<file path="src/hw/rtl/graph_m_coloring_search_unit_assert.svh">
// ---------------------------------------------------------------------------
// graph_m_coloring_search_unit_assert
// Assertion macros for the m-coloring search unit.
// ---------------------------------------------------------------------------
`ifndef GRAPH_M_COLORING_SEARCH_UNIT_ASSERT_SVH
`define GRAPH_M_COLORING_SEARCH_UNIT_ASSERT_SVH

// Implication checked on every edge outside reset.
`define GMC_ASSERT_IMP(label, ante, cons, msg) \
  label: assert property (@(posedge clk_i) disable iff (!rst_ni) (ante) |-> (cons)) \
    else $error(msg);

// Next-cycle implication.
`define GMC_ASSERT_NEXT(label, ante, cons, msg) \
  label: assert property (@(posedge clk_i) disable iff (!rst_ni) (ante) |=> (cons)) \
    else $error(msg);

`endif

</file>
<file path="src/hw/rtl/gmc_ram.sv">
// ---------------------------------------------------------------------------
// gmc_ram
// Generic single-write, single-read RAM with a registered read port.
// ---------------------------------------------------------------------------
module gmc_ram #(
  parameter int unsigned Width = 8,
  parameter int unsigned Depth = 64
) (
  input  logic                     clk_i,
  input  logic                     we_i,
  input  logic [$clog2(Depth)-1:0] waddr_i,
  input  logic [Width-1:0]         wdata_i,
  input  logic [$clog2(Depth)-1:0] raddr_i,
  output logic [Width-1:0]         rdata_o
);

  logic [Width-1:0] mem_q [Depth];

  always_ff @(posedge clk_i) begin
    if (we_i) begin
      mem_q[waddr_i] <= wdata_i;
    end
    rdata_o <= mem_q[raddr_i];
  end

endmodule

</file>
<file path="config.mk">
export PLATFORM = sky130hd
export DESIGN_NAME = gmc_ram
export DESIGN_NICKNAME = d
export VERILOG_FILES = /design/src/hw/rtl/graph_m_coloring_search_unit_assert.svh /design/src/hw/rtl/gmc_ram.sv
export SDC_FILE = /design/constraint.sdc
export NUM_CORES = 1
export LEC_CHECK = 0
export BUFFER_PORTS_ARGS = -buffer_cell sky130_fd_sc_hd__buf_2
export CORE_MARGIN = 4
export CORE_UTILIZATION = 45
export DETAILED_ROUTE_END_ITERATION = 16
export PLACE_DENSITY_LB_ADDON = 0.2
export SLEW_MARGIN = 20
export SYNTH_ARGS = -nofsm -noshare
export SYNTH_HDL_FRONTEND = slang
export SYNTH_SLANG_ARGS = --single-unit
export TNS_END_PERCENT = 10
</file>
<file path="constraint.sdc">
create_clock -name clk_i -period 5.7 [get_ports clk_i]
set_input_delay 1.14 -clock clk_i [delete_from_list [all_inputs] [get_ports clk_i]]
set_output_delay 1.14 -clock clk_i [all_outputs]
set_load 0.05 [all_outputs]
</file>
Word-level counts from Yosys, hierarchy flattened

Memory sizes are Yosys's and may differ from the RTL's. A register that Yosys moved wholly into a read port is not among the register bits.
Index checks and enable logic that the tools add are counted.

Add/sub/neg operators: 0
Multiply operators: 0
Div/mod/pow operators: 0
Order comparisons: 0
Eq/ne operators: 0
Shift operators: 0
Muxes and demuxes: 2
Bitwise gates (word level): 0
Reductions and logical operators: 0

Operators with widths:

| kind    | number |
|---|---|
| $mux W1 | 2 |

Register bits after elaboration: 0
Bits in latches: 0
RAM bits: 512
ROM bits: 0
Input bits: 22
Output and inout port bits: 8
Logic and storage cells: 3
Memories: 1

Memories:

| name  | words | width | read ports | clocked after memory_dff | write ports | RTL line      | RTL |
|---|---|---|---|---|---|---|---|
| mem_q | 64    | 8     | 1          | 1                        | 1           | gmc_ram.sv:17 | `logic [Width-1:0] mem_q [Depth];` |

Longest topological paths before layout

Gate-level depths: netlist of run 1.

Depth after elaboration: 2
Depth in mapped cells: 9

Least setup slack after synthesis of run 1

OpenSTA, ideal clock, no wires.

Path kind: in2reg
Start: input port raddr_i[1]
End: register rdata_o[3] (read register of mem_q)
Library setup time: 0.128 ns
Data arrival time: 2.680 ns
Required time: 5.572 ns
Path slack: 2.892 ns
Cell stages on the path: 7
Path buffers: 3
Cell sequence: buf_4 -> buf_2 -> buf_2 -> mux4_2 -> mux4_2 -> o21ai_1 -> o41ai_1

RTL lines:

| what        | RTL line      | RTL |
|---|---|---|
| from (decl) | gmc_ram.sv:13 | `input logic [$clog2(Depth)-1:0] raddr_i,` |
| to (decl)   | gmc_ram.sv:14 | `output logic [Width-1:0] rdata_o` |

==> metrics.json, run 1 <==
{
  "status": {"value": "finished clean"},
  "worstHoldStart": {"value": "mem_q[30][6]$_DFFE_PP_"},
  "cts.clk_slew.worst_paths": {"value": 0.06, "unit": "ns"},
  "critPathMaxFanout": {"value": 73},
  "area_share_of_fa_ha_maj_cells_after_synthesis": {"value": 0, "unit": "%"},
  "regToRegStartpoint": {"value": "mem_q[11][0]$_DFFE_PP_"},
  "setup_viol": {"value": 0},
  "final_max_slew_viol_count": {"value": 0},
  "setup_repair_after_global_routing_missed_its_margin": {"value": "no"},
  "stdcell_count": {"value": 1629},
  "core_area": {"value": 44200, "unit": "sq um"},
  "yosys_warnings": {"value": 0},
  "ys_async_sr_fraction": {"value": 0, "unit": "%"},
  "clockRootBuffer": {"value": "clkbuf_16"},
  "highest_layer": {"value": "met4"},
  "fin_worst_skew": {"value": 0.0106, "unit": "ns"},
  "min_period_over_period": {"value": 58.7, "unit": "%"},
  "n_antenna_cell": {"value": 0},
  "cts-root-to-sink-buffers": {"value": 3},
  "initialDrtViolationCount": {"value": 1097},
  "worst_pin_slew": {"value": 1.09, "unit": "ns"},
  "wl_met1": {"value": 19.3, "unit": "mm"},
  "groute.usage.overall": {"value": 19.3, "unit": "%"},
  "tritoncts": {"value": "done"},
  "cts-resized-gates": {"value": 0},
  "syn2layout_area_growth": {"value": 12.2, "unit": "%"},
  "postCtsHoldBufs": {"value": 0},
  "drc_errors": {"value": 0},
  "relSlewSlack": {"value": 27.4, "unit": "%"},
  "post_synth_mux_area_share": {"value": 15.9, "unit": "%"},
  "total_setup_buffers_inserted_after_cts": {"value": 0},
  "vias_per_cell": {"value": 5.83},
  "syn-mean-instance-area": {"value": 21.5, "unit": "sq um"},
  "global_route_wire_length_before_repair": {"value": 67.2, "unit": "mm"},
  "layout.cells.most_common_list": {"value": "512 x edfxtp_1, 126 x mux4_2, 83 x nor2_1, 55 x clkbuf_16, 24 x buf_4"},
  "synth-xor-area-share": {"value": 0, "unit": "%"},
  "synth_compound_area_share": {"value": 2.07, "unit": "%"},
  "timing_hold_violations_final": {"value": 0},
  "overall_die_width": {"value": 220, "unit": "um"},
  "report.power.total": {"value": 8.06, "unit": "mW"},
  "layout-drive-gt1-share": {"value": 25.7, "unit": "%"},
  "max_cap_violations": {"value": 0},
  "wl_met3": {"value": 3.18, "unit": "mm"},
  "postLayoutCellArea": {"value": 22600, "unit": "sq um"},
  "ffs_latches_synth": {"value": 520},
  "worst_setup_sp": {"value": "raddr_i[0]"},
  "syn_inst": {"value": 940},
  "grt_antenna_before_repair": {"value": 0},
  "layout_commonest_cell": {"value": "edfxtp_1"},
  "synth-simple-area-share": {"value": 3.39, "unit": "%"},
  "synth.cell_area": {"value": 20200, "unit": "sq um"},
  "design.die.area": {"value": 48300, "unit": "sq um"},
  "syn_nets": {"value": 962},
  "clkSinkCount": {"value": 520},
  "drt-pass1-iter-count": {"value": 5},
  "synth_edf_count": {"value": 512},
  "hpwl": {"value": 26.8, "unit": "mm"},
  "timing.fmax": {"value": 0.299, "unit": "GHz"},
  "maximum_number_of_pins_on_one_net_before_global_route_repair": {"value": 74},
  "cts_htree_levels": {"value": 2},
  "io_buffers": {"value": 29},
  "die_y_extent": {"value": 220, "unit": "um"},
  "final_antenna_net_count": {"value": 0},
  "arrival": {"value": 3.81, "unit": "ns"},
  "synthDistinctLibCells": {"value": 40},
  "criticalPathCategory": {"value": "in -> reg"},
  "wirelength_per_cell": {"value": 27.7, "unit": "um"},
  "total_negative_setup_slacks": {"value": 0, "unit": "ns"},
  "powerDensity": {"value": 356, "unit": "nW/um^2"},
  "num_vias": {"value": 9499},
  "vdd.ir_drop.worst": {"value": 0.199, "unit": "mV"},
  "yosysSeqAreaShare": {"value": 77.0, "unit": "%"},
  "final_net_count": {"value": 1015},
  "met2RoutedLength": {"value": 21.5, "unit": "mm"},
  "worst_setup_path_start_kind": {"value": "input pin"},
  "routed_wirelength": {"value": 45.1, "unit": "mm"},
  "standby_leakage_power": {"value": 7.01, "unit": "nW"},
  "min_period": {"value": 3.35, "unit": "ns"},
  "global_route.overflow_total": {"value": 0},
  "min-delay-path-class": {"value": "reg -> reg"},
  "crit_path_end_kind": {"value": "flip-flop"},
  "placed_area": {"value": 20900, "unit": "sq um"},
  "row_count": {"value": 77},
  "top_level_ports": {"value": 30},
  "ys_dominant_reg_cell": {"value": "edfxtp_1"},
  "cp_data_required_time": {"value": 6.16, "unit": "ns"},
  "cts_buffers": {"value": 53},
  "gpl_congestion": {"value": 0.784},
  "dominant_combinational_cell_family_by_area_after_synthesis": {"value": "multiplexers"},
  "clock_latency": {"value": 0.59, "unit": "ns"},
  "placed_cells": {"value": 1530},
  "initial_core_utilization": {"value": 45.6, "unit": "%"},
  "grt_pass1_vias": {"value": 9828}
}
==> registers in the layout (all words and copies together), names as in the netlist <==
signal   flops
rdata_o      8
mem_q      512
==> final timing paths <==
| kind | depth (start not counted) | slack, ns | to |
|---|---|---|---|
| hold reg to reg | 3 | 0.82 | rdata_o[6]$_DFF_P_ |
| setup / recovery | 7 | 2.35 | rdata_o[6]$_DFF_P_ |
| hold / removal | 3 | 0.82 | rdata_o[6]$_DFF_P_ |
| setup reg to reg | 5 | 3.71 | rdata_o[0]$_DFF_P_ |
==> metal layers <==
layer	track usage, %	up-vias
met2	29.7	328
met4	5.15	0
met3	4.65	76
met1	28.1	5057
met5	0	-
li1	-	4038
==> cells in the mapped netlist (all sizes together) (4+ instances only) <==
cell    count  area [sq um]
o21ai       4          20.0
o221ai      8          70.1
clkbuf     17          63.8
nor2b      14          87.6
a221oi      6          52.6
mux2       13           146
dfxtp       8           160
buf        34           253
mux2i      23           230
mux4      126          2840
a211oi      4          30.0
nand3      13          65.1
nor3        7          35.0
nand2b      7          43.8
nor2       83           312
edfxtp    512         15400
nand2      19          71.3
o22ai       8          50.1
==> where the power goes <==
part / internal (mW) / switching (mW) / leakage, nW
Combinational: 0.144 / 0.264 / 1.50
Sequential: 4.23 / 0.0129 / 4.67
Clock: 1.98 / 1.42 / 0.838
==> metrics by stage <==
step	setup WS [ns]	hold slack (ns)	utilization, %
after floorplan	2.89	0.718	-
after global placement	1.69	0.799	47.3
after detailed placement	1.69	0.803	47.3
after CTS	2.30	0.829	51.2
after global routing	2.18	0.849	51.2
final	2.35	0.825	51.2
==> worst max-delay path, cell delays in order <==
cell      delay [ns]
clkbuf_8        0.64
buf_4           0.46
mux4_2          0.54
mux2_2          0.27
o221a_2         0.28
nor3_1          0.28
o32ai_1         0.13
==> cell families (layout without fill, tap and decap cells) <==
logic type	Yosys count	after routing
buffers and inverters	51	148
AO/OA/AOI/OAI	54	54
AND/OR/NAND/NOR	153	153
multiplexers	162	162
flip-flops	520	520
==> final cells by class <==
cell class / count / area, sq um
fill: 3455 / 21600
timing repair buffer: 49 / 329
clock inverter: 36 / 307
tap: 592 / 741
clock buffer: 63 / 1410
sequential: 520 / 15500
multi-input combinational: 369 / 4320
Power figures use the tool's default switching activity.
==> inputs of run 2 (changes only) <==
Clock period 5.7 ns to 3.5 ns, I/O delays scaled along.
==> run 2 against run 1 <==
Net effect:
- register-to-register slack got worse by 2.3 ns
- sequential share of layout area fell by 1.3 points
- utilization rose by 1.0 points
- largest power group unchanged
- final area rose by 2.0%
- largest cell class unchanged
- clock skew barely moved
- via count rose by 2.0%
- first-iteration DRC count fell by 32%
- die area did not move
- flip-flop and latch count did not move
- clock power rose by 54%
- wire length rose by 0.75%
==> metrics.json, run 2 (synthesized netlist as in run 1, its figures left out) <==
{
  "status": {"value": "finished clean"},
  "standby_leakage_power": {"value": 7.33, "unit": "nW"},
  "final_net_count": {"value": 1086},
  "placed_cells": {"value": 1602},
  "drt-pass1-iter-count": {"value": 5},
  "setup_repair_after_global_routing_missed_its_margin": {"value": "no"},
  "row_count": {"value": 77},
  "layout-drive-gt1-share": {"value": 29.5, "unit": "%"},
  "setup_viol": {"value": 0},
  "initialDrtViolationCount": {"value": 746},
  "criticalPathCategory": {"value": "in -> reg"},
  "powerDensity": {"value": 556, "unit": "nW/um^2"},
  "stdcell_count": {"value": 1689},
  "largest_reg_flops": {"value": 512},
  "part_of_the_power_in_combinational_logic": {"value": 5.4, "unit": "%"},
  "core_area": {"value": 44200, "unit": "sq um"},
  "layout_commonest_cell": {"value": "edfxtp_1"},
  "postCtsHoldBufs": {"value": 0},
  "use_met1": {"value": 28.4, "unit": "%"},
  "max_cap_violations": {"value": 0},
  "fraction_of_power_spent_switching_nets": {"value": 20.6, "unit": "%"},
  "maximum_number_of_pins_on_one_net_before_global_route_repair": {"value": 65},
  "overall_die_width": {"value": 220, "unit": "um"},
  "clockRootBuffer": {"value": "clkbuf_16"},
  "drc_errors": {"value": 0},
  "largest_registers_ranked_by_flip_flop_count": {"value": "mem_q: 512 flops, rdata_o: 8 flops"},
  "global_route.overflow_total": {"value": 0},
  "min_period": {"value": 2.29, "unit": "ns"},
  "cp_data_required_time": {"value": 3.95, "unit": "ns"},
  "clock_latency": {"value": 0.58, "unit": "ns"},
  "power.switching": {"value": 2.65, "unit": "mW"},
  "report.power.total": {"value": 12.8, "unit": "mW"},
  "nFillCells": {"value": 3457},
  "grt_pass1_vias": {"value": 9882},
  "hpwl": {"value": 28.5, "unit": "mm"},
  "layout.cells.most_common_list": {"value": "512 x edfxtp_1, 126 x mux4_2, 93 x buf_4, 83 x nor2_1, 53 x clkbuf_16"},
  "crit_path_end_kind": {"value": "flip-flop"},
  "critPathMaxFanout": {"value": 25},
  "tritoncts": {"value": "done"},
  "gpl_congestion": {"value": 0.821},
  "initial_core_utilization": {"value": 45.6, "unit": "%"},
  "timing.fmax": {"value": 0.438, "unit": "GHz"},
  "cts_buffers": {"value": 52},
  "wirelength_per_cell": {"value": 26.9, "unit": "um"},
  "cts-resized-gates": {"value": 0},
  "min_period_over_period": {"value": 65.3, "unit": "%"},
  "intPower": {"value": 10.2, "unit": "mW"},
  "top_level_ports": {"value": 30},
  "total_setup_buffers_inserted_after_cts": {"value": 0},
  "num_vias": {"value": 9686},
  "finalCoreUtilization": {"value": 52.2, "unit": "%"},
  "n_antenna_cell": {"value": 0},
  "final_max_slew_viol_count": {"value": 0},
  "globalRoute.busiestLayer": {"value": "met2"},
  "vdd.ir_drop.worst": {"value": 0.317, "unit": "mV"},
  "design.die.area": {"value": 48300, "unit": "sq um"},
  "relSlewSlack": {"value": 30.6, "unit": "%"},
  "timing_hold_violations_final": {"value": 0},
  "arrival": {"value": 2.74, "unit": "ns"},
  "die_y_extent": {"value": 220, "unit": "um"},
  "global_route_track_usage_on_met2": {"value": 30.1, "unit": "%"},
  "vias_per_cell": {"value": 5.73},
  "io_buffers": {"value": 29},
  "worst_setup_path_start_kind": {"value": "input pin"},
  "total_negative_setup_slacks": {"value": 0, "unit": "ns"},
  "grtUsageMet3": {"value": 4.16, "unit": "%"},
  "min-delay-path-class": {"value": "in -> reg"},
  "cts.clk_slew.worst_paths": {"value": 0.06, "unit": "ns"},
  "final_antenna_net_count": {"value": 0},
  "cts_htree_levels": {"value": 2},
  "groute.usage.overall": {"value": 19.3, "unit": "%"},
  "worst_pin_slew": {"value": 1.04, "unit": "ns"},
  "grt_antenna_before_repair": {"value": 2},
  "global_route_wire_length_before_repair": {"value": 67.3, "unit": "mm"},
  "registers.top_by_ff_count": {"value": "mem_q"},
  "cts-root-to-sink-buffers": {"value": 3},
  "syn2layout_area_growth": {"value": 14.4, "unit": "%"},
  "clkSinkCount": {"value": 520},
  "part_of_the_total_power_dissipated_in_the_clock_network": {"value": 40.8, "unit": "%"},
  "fin_worst_skew": {"value": 0.0102, "unit": "ns"},
  "sequentialPowerShare": {"value": 53.9, "unit": "%"},
  "routed_wirelength": {"value": 45.4, "unit": "mm"}
}
[run 2: final timing paths]
path,cells past startpoint,to,slack (ns),startpoint
worst max-delay path,6,rdata_o[6]$_DFF_P_,1.21,raddr_i[0]
worst min-delay path,3,rdata_o[0]$_DFF_P_,0.53,raddr_i[5]
worst min register to register,4,rdata_o[2]$_DFF_P_,0.84,mem_q[35][2]$_DFFE_PP_
worst max register to register,5,rdata_o[6]$_DFF_P_,1.41,mem_q[28][6]$_DFFE_PP_
[run 2: power groups by stage]
stage / clock network, mW / registers [mW] / logic (mW)
6_report: 5.24 / 6.92 / 0.690
5_1_grt: 5.64 / 6.92 / 0.742
4_1_cts: 5.35 / 6.92 / 0.703
3_5_place_dp: 0 / 7.05 / 0.702
3_3_place_gp: 0 / 7.05 / 0.692
2_1_floorplan: 0 / 7.08 / 0.367
[run 2: area by class of cell]
type	instances	area, sq um	share of cell area (%)
multi-input combinational	369	4320	18.7
sequential	520	15500	67.3
timing repair buffer	121	922	4.00
clock inverter	18	181	0.786
clock buffer	69	1390	6.01
tap	592	741	3.21
[run 2: critical path, stage by stage]
cell and delay (ns):
clkbuf_8 0.31, mux4_2 0.55, mux2_2 0.28, o221a_2 0.28, nor3_1 0.43, o32ai_1 0.15
[run 2: per-layer routing]
| layer | wire length (um) | part of all wire [%] |
|---|---|---|
| met1 | 20100 | 44 |
| met2 | 21600 | 48 |
| met3 | 2680 | 5.9 |
| met4 | 986 | 2.2 |
| met5 | 13 | 0.029 |
[run 2: through the flow]
stage | instance area [sq um] | setup WS, ns | hold slack [ns]
floorplan | 20200 | 1.13 | 0.718
global placement | 21500 | 0.571 | 0.820
detailed placement | 21500 | 0.555 | 0.828
CTS | 23100 | 1.19 | 0.494
global route | 23100 | 1.08 | 0.514
finish | 23100 | 1.21 | 0.532
